===== src/rtl/itoa_pkg.sv =====
// itoa_pkg: shared types, codes and the digit-to-ASCII function for the
// integer-to-ASCII formatter. No dependencies.
package itoa_pkg;

    // Conversion kinds carried in format_kind
    localparam logic [2:0] KIND_SDEC = 3'd0;
    localparam logic [2:0] KIND_UDEC = 3'd1;
    localparam logic [2:0] KIND_HEX  = 3'd2;
    localparam logic [2:0] KIND_OCT  = 3'd3;
    localparam logic [2:0] KIND_BIN  = 3'd4;

    // Bit positions in flags
    localparam int FLG_LEFT  = 0;
    localparam int FLG_SIGN  = 1;
    localparam int FLG_SPACE = 2;
    localparam int FLG_ZERO  = 3;
    localparam int FLG_ALT   = 4;

    // Characters
    localparam logic [7:0] CH_ZERO  = 8'h30;
    localparam logic [7:0] CH_MINUS = 8'h2D;
    localparam logic [7:0] CH_PLUS  = 8'h2B;
    localparam logic [7:0] CH_SPACE = 8'h20;
    localparam logic [7:0] CH_X     = 8'h78;
    localparam logic [7:0] CH_ALPHA = 8'h37;   // 'A' - 10

    // Width of counts of characters and digits
    localparam int CNT_W = 6;

    typedef enum logic [1:0] {
        RDX_DEC,
        RDX_HEX,
        RDX_OCT,
        RDX_BIN
    } radix_t;

    typedef enum logic [1:0] {
        DG_HOLD,
        DG_LOAD,
        DG_DABBLE,
        DG_SHIFT
    } dig_op_t;

    typedef enum logic [1:0] {
        ST_IDLE,
        ST_CONV,
        ST_NORM,
        ST_EMIT
    } state_t;

    typedef struct packed {
        dig_op_t op;
        radix_t  radix;
    } dig_ctrl_t;

    typedef struct packed {
        logic [7:0]       ascii;     // top digit as a character
        logic             top_zero;  // top digit is zero
        logic [CNT_W-1:0] remain;    // digits left in the register
    } dig_stat_t;

    function automatic logic [7:0] digit_ascii(input logic [3:0] d);
        logic [7:0] c;
        if (d < 4'd10)
            c = CH_ZERO + {4'b0, d};
        else
            c = CH_ALPHA + {4'b0, d};
        return c;
    endfunction

endpackage


===== src/rtl/itoa_digits.sv =====
// itoa_digits: digit register of the formatter. Binary to BCD by shift and
// add-3, one bit a cycle; digits leave most significant first. Uses itoa_pkg.
module itoa_digits #(
    parameter int VALUE_BITS = 32
) (
    input  logic                    clk,
    input  logic                    rst_n,
    input  itoa_pkg::dig_ctrl_t     ctrl,
    input  logic [VALUE_BITS-1:0]   mag,
    output itoa_pkg::dig_stat_t     stat
);

    localparam int DEC_DIGITS = (VALUE_BITS * 30103) / 100000 + 1;
    localparam int HEX_DIGITS = (VALUE_BITS + 3) / 4;
    localparam int OCT_DIGITS = (VALUE_BITS + 2) / 3;
    localparam int DW         = 4 * DEC_DIGITS;
    localparam int EXT        = DW - VALUE_BITS;

    logic [DW-1:0]               dig_reg, dig_next;
    logic [VALUE_BITS-1:0]       bin_reg, bin_next;
    logic [itoa_pkg::CNT_W-1:0]  rem_reg, rem_next;
    itoa_pkg::radix_t            rdx_reg, rdx_next;
    logic [DW-1:0]               adj;
    logic [DW-1:0]               mag_ext;
    logic [3:0]                  top;

    assign mag_ext = {{EXT{1'b0}}, mag};

    // add 3 to every BCD nibble at or above 5 before the shift
    always_comb
    begin
        for (int i = 0; i < DEC_DIGITS; i++)
        begin
            if (dig_reg[4*i +: 4] >= 4'd5)
                adj[4*i +: 4] = dig_reg[4*i +: 4] + 4'd3;
            else
                adj[4*i +: 4] = dig_reg[4*i +: 4];
        end
    end

    always_comb
    begin
        unique case (rdx_reg)
            itoa_pkg::RDX_BIN: top = {3'b0, dig_reg[DW-1]};
            itoa_pkg::RDX_OCT: top = {1'b0, dig_reg[DW-1 -: 3]};
            default:           top = dig_reg[DW-1 -: 4];
        endcase
    end

    always_comb
    begin
        dig_next = dig_reg;
        bin_next = bin_reg;
        rem_next = rem_reg;
        rdx_next = rdx_reg;
        unique case (ctrl.op)
            itoa_pkg::DG_LOAD:
            begin
                rdx_next = ctrl.radix;
                bin_next = mag;
                unique case (ctrl.radix)
                    itoa_pkg::RDX_DEC:
                    begin
                        dig_next = '0;
                        rem_next = itoa_pkg::CNT_W'(DEC_DIGITS);
                    end
                    itoa_pkg::RDX_HEX:
                    begin
                        dig_next = mag_ext << (DW - 4 * HEX_DIGITS);
                        rem_next = itoa_pkg::CNT_W'(HEX_DIGITS);
                    end
                    itoa_pkg::RDX_OCT:
                    begin
                        dig_next = mag_ext << (DW - 3 * OCT_DIGITS);
                        rem_next = itoa_pkg::CNT_W'(OCT_DIGITS);
                    end
                    default:
                    begin
                        dig_next = mag_ext << EXT;
                        rem_next = itoa_pkg::CNT_W'(VALUE_BITS);
                    end
                endcase
            end
            itoa_pkg::DG_DABBLE:
            begin
                dig_next = {adj[DW-2:0], bin_reg[VALUE_BITS-1]};
                bin_next = bin_reg << 1;
            end
            itoa_pkg::DG_SHIFT:
            begin
                unique case (rdx_reg)
                    itoa_pkg::RDX_BIN: dig_next = dig_reg << 1;
                    itoa_pkg::RDX_OCT: dig_next = dig_reg << 3;
                    default:           dig_next = dig_reg << 4;
                endcase
                rem_next = rem_reg - 1'b1;
            end
            default: ;
        endcase
    end

    always_ff @(posedge clk or negedge rst_n)
    begin
        if (!rst_n)
        begin
            rem_reg <= '0;
            rdx_reg <= itoa_pkg::RDX_DEC;
        end
        else
        begin
            rem_reg <= rem_next;
            rdx_reg <= rdx_next;
        end
    end

    always_ff @(posedge clk)
    begin
        dig_reg <= dig_next;
        bin_reg <= bin_next;
    end

    assign stat.ascii    = itoa_pkg::digit_ascii(top);
    assign stat.top_zero = (top == 4'd0);
    assign stat.remain   = rem_reg;

endmodule


===== src/rtl/integer_to_ascii_formatter_unit.sv =====
// integer_to_ascii_formatter_unit: printf-style integer conversion to a run
// of ASCII characters. Uses itoa_pkg and itoa_digits.
//
//  channel  | ports                                           | handshake
//  ---------+-------------------------------------------------+-------------------------
//  command  | value format_kind short_length flags field_width | start & !busy
//  result   | character last total_chars                      | strobe, one cycle, no stall
//
// Steps: an item is loaded, then decimal kinds pass all VALUE_BITS bits
// through shift/add-3 (hex, octal and binary skip this), leading zero
// digits are dropped one at a time, and one character per cycle is emitted.
// The BCD loop and the character output set the run time.
// Reset clears all control state; the unit is then idle. An unknown kind is
// ignored: the unit stays idle and produces no characters. Results cannot be held off.
module integer_to_ascii_formatter_unit #(
    parameter int VALUE_BITS = 32,
    parameter int MAX_WIDTH  = 63
) (
    input  logic        clk,
    input  logic        rst_n,
    input  logic        start,
    output logic        busy,
    input  logic [31:0] value,
    input  logic [2:0]  format_kind,
    input  logic        short_length,
    input  logic [4:0]  flags,
    input  logic [5:0]  field_width,
    output logic        strobe,
    output logic [7:0]  character,
    output logic        last,
    output logic [5:0]  total_chars
);

    localparam int CW = $clog2(VALUE_BITS + 1);
    localparam int NW = itoa_pkg::CNT_W;

    itoa_pkg::state_t     state_reg, state_next;
    logic [CW-1:0]        cyc_reg, cyc_next;        // BCD steps left
    logic [4:0]           flags_reg, flags_next;
    logic [NW-1:0]        width_reg, width_next;    // saturated field width
    logic [1:0]           plen_reg, plen_next;      // prefix chars left
    logic [15:0]          pre_reg, pre_next;        // prefix, first char on top
    logic [NW-1:0]        lead_reg, lead_next;      // spaces before prefix
    logic [NW-1:0]        zpad_reg, zpad_next;      // zeros after prefix
    logic [NW-1:0]        trail_reg, trail_next;    // spaces after digits
    logic [NW-1:0]        sent_reg, sent_next;
    logic [NW-1:0]        tot_reg, tot_next;

    logic                 strobe_reg, strobe_next;
    logic [7:0]           char_reg, char_next;
    logic                 last_reg, last_next;
    logic [NW-1:0]        total_reg, total_next;

    itoa_pkg::dig_ctrl_t  dctrl;
    itoa_pkg::dig_stat_t  dstat;

    // magnitude of the argument, after truncation and sign handling
    logic [VALUE_BITS-1:0] v_ext, v_mask, mag;
    logic                  neg;
    logic [NW:0]           count;
    logic [NW-1:0]         pad;

    assign v_mask = short_length ? VALUE_BITS'(17'h0FFFF) : '1;
    assign v_ext  = value[VALUE_BITS-1:0] & v_mask;
    assign neg    = (format_kind == itoa_pkg::KIND_SDEC) &&
                    (short_length ? value[15] : value[VALUE_BITS-1]);
    assign mag    = neg ? ((~v_ext + 1'b1) & v_mask) : v_ext;

    // run length once the digit count is known
    assign count = {{(NW-1){1'b0}}, plen_reg} + {1'b0, dstat.remain};
    assign pad   = ({1'b0, width_reg} > count) ? NW'({1'b0, width_reg} - count) : '0;

    always_comb
    begin
        state_next  = state_reg;
        cyc_next    = cyc_reg;
        flags_next  = flags_reg;
        width_next  = width_reg;
        plen_next   = plen_reg;
        pre_next    = pre_reg;
        lead_next   = lead_reg;
        zpad_next   = zpad_reg;
        trail_next  = trail_reg;
        sent_next   = sent_reg;
        tot_next    = tot_reg;
        strobe_next = 1'b0;
        char_next   = char_reg;
        last_next   = last_reg;
        total_next  = total_reg;
        dctrl.op    = itoa_pkg::DG_HOLD;
        dctrl.radix = itoa_pkg::RDX_DEC;

        unique case (state_reg)
            itoa_pkg::ST_IDLE:
            begin
                if (start && format_kind <= itoa_pkg::KIND_BIN)
                begin
                    dctrl.op   = itoa_pkg::DG_LOAD;
                    flags_next = flags;
                    width_next = (field_width > NW'(MAX_WIDTH)) ? NW'(MAX_WIDTH)
                                                                : field_width;
                    cyc_next   = CW'(VALUE_BITS);
                    plen_next  = 2'd0;
                    pre_next   = '0;
                    case (format_kind)
                        itoa_pkg::KIND_HEX: dctrl.radix = itoa_pkg::RDX_HEX;
                        itoa_pkg::KIND_OCT: dctrl.radix = itoa_pkg::RDX_OCT;
                        itoa_pkg::KIND_BIN: dctrl.radix = itoa_pkg::RDX_BIN;
                        default:            dctrl.radix = itoa_pkg::RDX_DEC;
                    endcase
                    if (format_kind == itoa_pkg::KIND_SDEC)
                    begin
                        if (neg)
                        begin
                            plen_next = 2'd1;
                            pre_next  = {itoa_pkg::CH_MINUS, 8'h00};
                        end
                        else if (flags[itoa_pkg::FLG_SIGN])
                        begin
                            plen_next = 2'd1;
                            pre_next  = {itoa_pkg::CH_PLUS, 8'h00};
                        end
                        else if (flags[itoa_pkg::FLG_SPACE])
                        begin
                            plen_next = 2'd1;
                            pre_next  = {itoa_pkg::CH_SPACE, 8'h00};
                        end
                    end
                    else if (flags[itoa_pkg::FLG_SIGN])
                    begin
                        plen_next = 2'd1;
                        pre_next  = {itoa_pkg::CH_PLUS, 8'h00};
                    end
                    else if (flags[itoa_pkg::FLG_ALT] && format_kind == itoa_pkg::KIND_HEX)
                    begin
                        plen_next = 2'd2;
                        pre_next  = {itoa_pkg::CH_ZERO, itoa_pkg::CH_X};
                    end
                    else if (flags[itoa_pkg::FLG_ALT] && format_kind == itoa_pkg::KIND_OCT)
                    begin
                        plen_next = 2'd1;
                        pre_next  = {itoa_pkg::CH_ZERO, 8'h00};
                    end
                    if (format_kind == itoa_pkg::KIND_SDEC ||
                        format_kind == itoa_pkg::KIND_UDEC)
                        state_next = itoa_pkg::ST_CONV;
                    else
                        state_next = itoa_pkg::ST_NORM;
                end
            end

            itoa_pkg::ST_CONV:
            begin
                dctrl.op = itoa_pkg::DG_DABBLE;
                cyc_next = cyc_reg - 1'b1;
                if (cyc_reg == CW'(1))
                    state_next = itoa_pkg::ST_NORM;
            end

            itoa_pkg::ST_NORM:
            begin
                // drop leading zero digits, keep at least one
                if (dstat.remain > NW'(1) && dstat.top_zero)
                    dctrl.op = itoa_pkg::DG_SHIFT;
                else
                begin
                    lead_next  = '0;
                    zpad_next  = '0;
                    trail_next = '0;
                    if (flags_reg[itoa_pkg::FLG_LEFT])
                        trail_next = pad;
                    else if (flags_reg[itoa_pkg::FLG_ZERO])
                        zpad_next = pad;
                    else
                        lead_next = pad;
                    tot_next   = NW'(count) + pad;
                    sent_next  = '0;
                    state_next = itoa_pkg::ST_EMIT;
                end
            end

            itoa_pkg::ST_EMIT:
            begin
                strobe_next = 1'b1;
                if (lead_reg != '0)
                begin
                    char_next = itoa_pkg::CH_SPACE;
                    lead_next = lead_reg - 1'b1;
                end
                else if (plen_reg != 2'd0)
                begin
                    char_next = pre_reg[15:8];
                    pre_next  = pre_reg << 8;
                    plen_next = plen_reg - 1'b1;
                end
                else if (zpad_reg != '0)
                begin
                    char_next = itoa_pkg::CH_ZERO;
                    zpad_next = zpad_reg - 1'b1;
                end
                else if (dstat.remain != '0)
                begin
                    char_next = dstat.ascii;
                    dctrl.op  = itoa_pkg::DG_SHIFT;
                end
                else
                begin
                    char_next  = itoa_pkg::CH_SPACE;
                    trail_next = trail_reg - 1'b1;
                end
                sent_next = sent_reg + 1'b1;
                if (sent_reg + 1'b1 == tot_reg)
                begin
                    last_next  = 1'b1;
                    total_next = tot_reg;
                    state_next = itoa_pkg::ST_IDLE;
                end
                else
                begin
                    last_next  = 1'b0;
                    total_next = '0;
                end
            end

            default: state_next = itoa_pkg::ST_IDLE;
        endcase
    end

    always_ff @(posedge clk or negedge rst_n)
    begin
        if (!rst_n)
        begin
            state_reg  <= itoa_pkg::ST_IDLE;
            cyc_reg    <= '0;
            plen_reg   <= '0;
            lead_reg   <= '0;
            zpad_reg   <= '0;
            trail_reg  <= '0;
            sent_reg   <= '0;
            tot_reg    <= '0;
            strobe_reg <= 1'b0;
            last_reg   <= 1'b0;
            total_reg  <= '0;
        end
        else
        begin
            state_reg  <= state_next;
            cyc_reg    <= cyc_next;
            plen_reg   <= plen_next;
            lead_reg   <= lead_next;
            zpad_reg   <= zpad_next;
            trail_reg  <= trail_next;
            sent_reg   <= sent_next;
            tot_reg    <= tot_next;
            strobe_reg <= strobe_next;
            last_reg   <= last_next;
            total_reg  <= total_next;
        end
    end

    always_ff @(posedge clk)
    begin
        flags_reg <= flags_next;
        width_reg <= width_next;
        pre_reg   <= pre_next;
        char_reg  <= char_next;
    end

    itoa_digits #(
        .VALUE_BITS (VALUE_BITS)
    ) u_digits (
        .clk   (clk),
        .rst_n (rst_n),
        .ctrl  (dctrl),
        .mag   (mag),
        .stat  (dstat)
    );

    assign busy        = (state_reg != itoa_pkg::ST_IDLE);
    assign strobe      = strobe_reg;
    assign character   = char_reg;
    assign last        = last_reg;
    assign total_chars = total_reg;

    // the run ends exactly when the unit goes idle
    a_end_of_run: assert property (@(posedge clk) disable iff (!rst_n)
        $fell(busy) |-> (strobe && last))
        else $error("busy dropped without a final character");

    // a character outside a busy period must close the run
    a_strobe_in_run: assert property (@(posedge clk) disable iff (!rst_n)
        (strobe && !last) |-> busy)
        else $error("character emitted after the run ended");

    // count shows only on the final character, and is never zero there
    a_count_on_last: assert property (@(posedge clk) disable iff (!rst_n)
        strobe |-> (last ? (total_chars != '0) : (total_chars == '0)))
        else $error("total_chars wrong for last flag");

endmodule

===== config.mk =====
export PLATFORM = sky130hd
export DESIGN_NAME = integer_to_ascii_formatter_unit
export DESIGN_NICKNAME = d
export VERILOG_FILES = /design/src/rtl/itoa_pkg.sv /design/src/rtl/itoa_digits.sv /design/src/rtl/integer_to_ascii_formatter_unit.sv
export SDC_FILE = /design/constraint.sdc
export NUM_CORES = 1
export LEC_CHECK = 0
export BUFFER_PORTS_ARGS = -buffer_cell sky130_fd_sc_hd__buf_2
export CORE_MARGIN = 5
export CORE_UTILIZATION = 35
export DETAILED_ROUTE_END_ITERATION = 16
export PLACE_DENSITY_LB_ADDON = 0.3
export SKIP_CTS_REPAIR_TIMING = 1
export SLEW_MARGIN = 20
export SYNTH_ARGS = -nofsm -noshare
export SYNTH_HDL_FRONTEND = slang
export SYNTH_HIERARCHICAL = 1
export SYNTH_SLANG_ARGS = --single-unit
export TNS_END_PERCENT = 10

===== constraint.sdc =====
create_clock -name clk -period 5.1 [get_ports clk]
set_input_delay 0.255 -clock clk [delete_from_list [all_inputs] [get_ports clk]]
set_output_delay 0.255 -clock clk [all_outputs]
set_load 0.005 [all_outputs]

==> metrics <==
Final period util 81.74%; Crit Path Max Fanout 40; Vias 8734; synth warn 6; R2R depth 14; initial antenna violation count 0; Avg WL per Cell 16.29 um; number of global-route vias before repair 8383; number of synthesized flops with an enable pin 96; Clock power frac 15.3%; Slew @ Worst Pin 0.9291 ns; Mapped Avg Cell Area 9.008 sq um; syn_nets 1287; post-route minimum period 4.169 ns; RSZ-0062 raised after global routing false; Mapped Area 10670 sq um; Yosys reg bits 146; peak supply drop 0.4359 mV; setup violators final 0; TritonRoute pass-1 iters 5; Reg-to-Reg End u_digits/dig_reg[10]; clk_lat worst skew 0.44 ns; R2R Setup Slk 0.93 ns; nets 1320; CTS clk-pin slew, worst paths 0.07 ns; wirelength, routed 26.50 mm; htree depth 4; initial cell density of the core 35.17%; Port Buf Inserts 66; Multi-input gate area 5941 sq um; critical path class reg2reg; TNS Setup 0 ns; internal power 4.521 mW; combinational power share 52.7%; count of mapped cells out of synthesis 1185; DRC viols 0; die footprint 34090 sq um; max reg flops 40; worst hold path class in2async; gp weighted congestion 0.8184; Fin Hold WS 0.2288 ns; final hold vios 0; Power Density 683.2 nW/um^2; chip height 184.6 um; Final ANT Viol Nets 0; DR vias/cell 5.368; switching pwr 3.643 mW; CTS buffer count 17; # clock sinks 146; Seq pwr share 32.0%; crit path from lead_reg[0]; Antenna Cells 0; sequential share of the synthesized area 38.73%; largest net degree at the start of global routing 78; clk buf depth 2; Row Count 64; Area Growth Syn to Fin 11.95%; Ports 67; gr usage total 15.78%; CTS tree built; Detail Placement HPWL 18.68 mm; Fill cells 3005; clk root buf clkbuf_16; Final Max Tran Viols 0; Top FF cell, synth edfxtp_1; CP required 5.33 ns; Net Sw Frac 44.62%; Critical Path AT 4.39 ns; fmax 239.9 MHz; status completed; Iter 0 DRT Violations 482; clock skew 0.01171 ns; layout cells sized above 1 13.40%; MaxCap Viol Count 0; DIE WIDTH 184.6 um; crit path capture u_digits/dig_reg[10]; nature of the critical path startpoint flip-flop; synth unique cells 72; first-pass GRT wire length 43.59 mm; R2R Path Start lead_reg[0]; ys async rst share 34.25%; Crit. End Element flip-flop; FF/Latch Area 4136 sq um; Rel. slew slack 37.83%; gr ovfl total 0; core box area 30350 sq um; leak pwr 4.471 nW
cells in the mapped netlist, drive strengths merged, types with 9 or more instances:
cell type / number / area share (%)
nand2: 118 / 4.2
a21oi: 114 / 5.4
o21ai: 110 / 5.2
edfxtp: 96 / 27
nor2: 88 / 3.1
inv: 73 / 2.6
dfrtp: 50 / 12
xnor2: 50 / 4.1
ha: 49 / 5.7
clkbuf: 38 / 1.3
mux2i: 36 / 3.4
buf: 35 / 1.9
mux2: 35 / 3.7
nand2b: 29 / 1.7
o211ai: 28 / 2.1
xor2: 23 / 1.9
nand3: 22 / 1.0
nor3: 20 / 1.1
nor3b: 17 / 1.2
nand3b: 9 / 0.63
o21a: 9 / 0.63
o22ai: 9 / 0.53
o311ai: 9 / 0.74
power groups by stage:
stage | clock network (mW) | logic, mW | registers, mW
global placement | 0 | 4.26 | 2.63
finish | 1.25 | 4.30 | 2.62
floorplan | 0 | 3.36 | 2.47
global route | 1.33 | 4.85 | 2.70
detailed placement | 0 | 4.30 | 2.64
CTS | 1.28 | 4.34 | 2.62
worst max-delay path: stages, from the launching register on:
cell,delay (ns)
dfrtp_1,0.39
inv_1,0.07
ha_1,0.18
or3b_1,0.44
nor3_2,0.29
nand2_1,0.18
nor3_2,0.41
nand2_1,0.14
a31oi_1,0.36
ha_1,0.53
buf_4,0.48
o21ai_0,0.15
a21oi_1,0.15
a21oi_1,0.06
o311ai_0,0.11
cell usage in the layout (no fill, tap or decap), types with 35 or more instances in the layout:
cell | netlist | final
a21oi_1 | 113 | 113
xnor2_1 | 50 | 50
o21ai_0 | 101 | 101
ha_1 | 49 | 47
inv_1 | 73 | 73
nor2_1 | 88 | 86
mux2i_1 | 36 | 35
edfxtp_1 | 96 | 96
dfrtp_1 | 50 | 48
buf_2 | 24 | 66
nand2_1 | 117 | 117
metal layers:
layer / vias to the layer above / GRT usage [%] / routed length (um) / share of wire [%]
met2: 187 / 25.97 / 12590 / 48
met1: 4185 / 21.64 / 12470 / 47
met3: 28 / 2.487 / 1145 / 4.3
met5: - / 0 / 0 / 0
li1: 4334 / - / - / -
met4: 0 / 4.433 / 298 / 1.1
through the flow:
| stage | area [sq um] | setup slack, ns | cells | util, % | total power [mW] |
|---|---|---|---|---|---|
| floorplan | 10670 | 1.536 | 1185 | - | 5.828 |
| global placement | 11280 | 1.122 | 1586 | 37.15 | 6.885 |
| detailed placement | 11280 | 0.9523 | 1586 | 37.17 | 6.944 |
| CTS | 11860 | 0.9535 | 1618 | 39.07 | 8.241 |
| global route | 11950 | 0.4914 | 1627 | 39.37 | 8.886 |
| finish | 11950 | 0.9313 | 1627 | 39.37 | 8.164 |
logic make-up (layout without fill, tap and decap cells):
group | after synthesis | count (layout) | share of synthesized area [%]
xor+xnor | 74 | 74 | 6.201
flops | 146 | 146 | 38.73
mux | 71 | 71 | 7.068
simple gates | 350 | 350 | 16.14
fa+ha+maj | 52 | 52 | 6.306
buf+inv | 146 | 192 | 5.838
compound gates | 345 | 345 | 19.68
other cells | 1 | 1 | 0.03513
area by class of cell:
| type | count | area share, % |
|---|---|---|
| clock inverters | 13 | 1.047 |
| multi-input cells | 893 | 49.72 |
| inverters | 73 | 2.293 |
| well taps | 396 | 4.147 |
| clock buffers | 19 | 3.801 |
| flip-flops and latches | 146 | 34.62 |
| repair buffers | 87 | 4.377 |
how the worst min path moves through the flow:
stage                     startpoint    endpoint  slack, ns  cells past startpoint
after floorplan                rst_n  cyc_reg[0]      -0.04                      0
after global placement         rst_n        last       0.14                      1
after detailed placement       rst_n        last       0.14                      1
after CTS                      rst_n      strobe      -0.33                      1
after global routing           rst_n  cyc_reg[0]       0.24                      2
final                          rst_n      strobe       0.23                      2
Note: power is estimated with default switching activity, not from simulation.
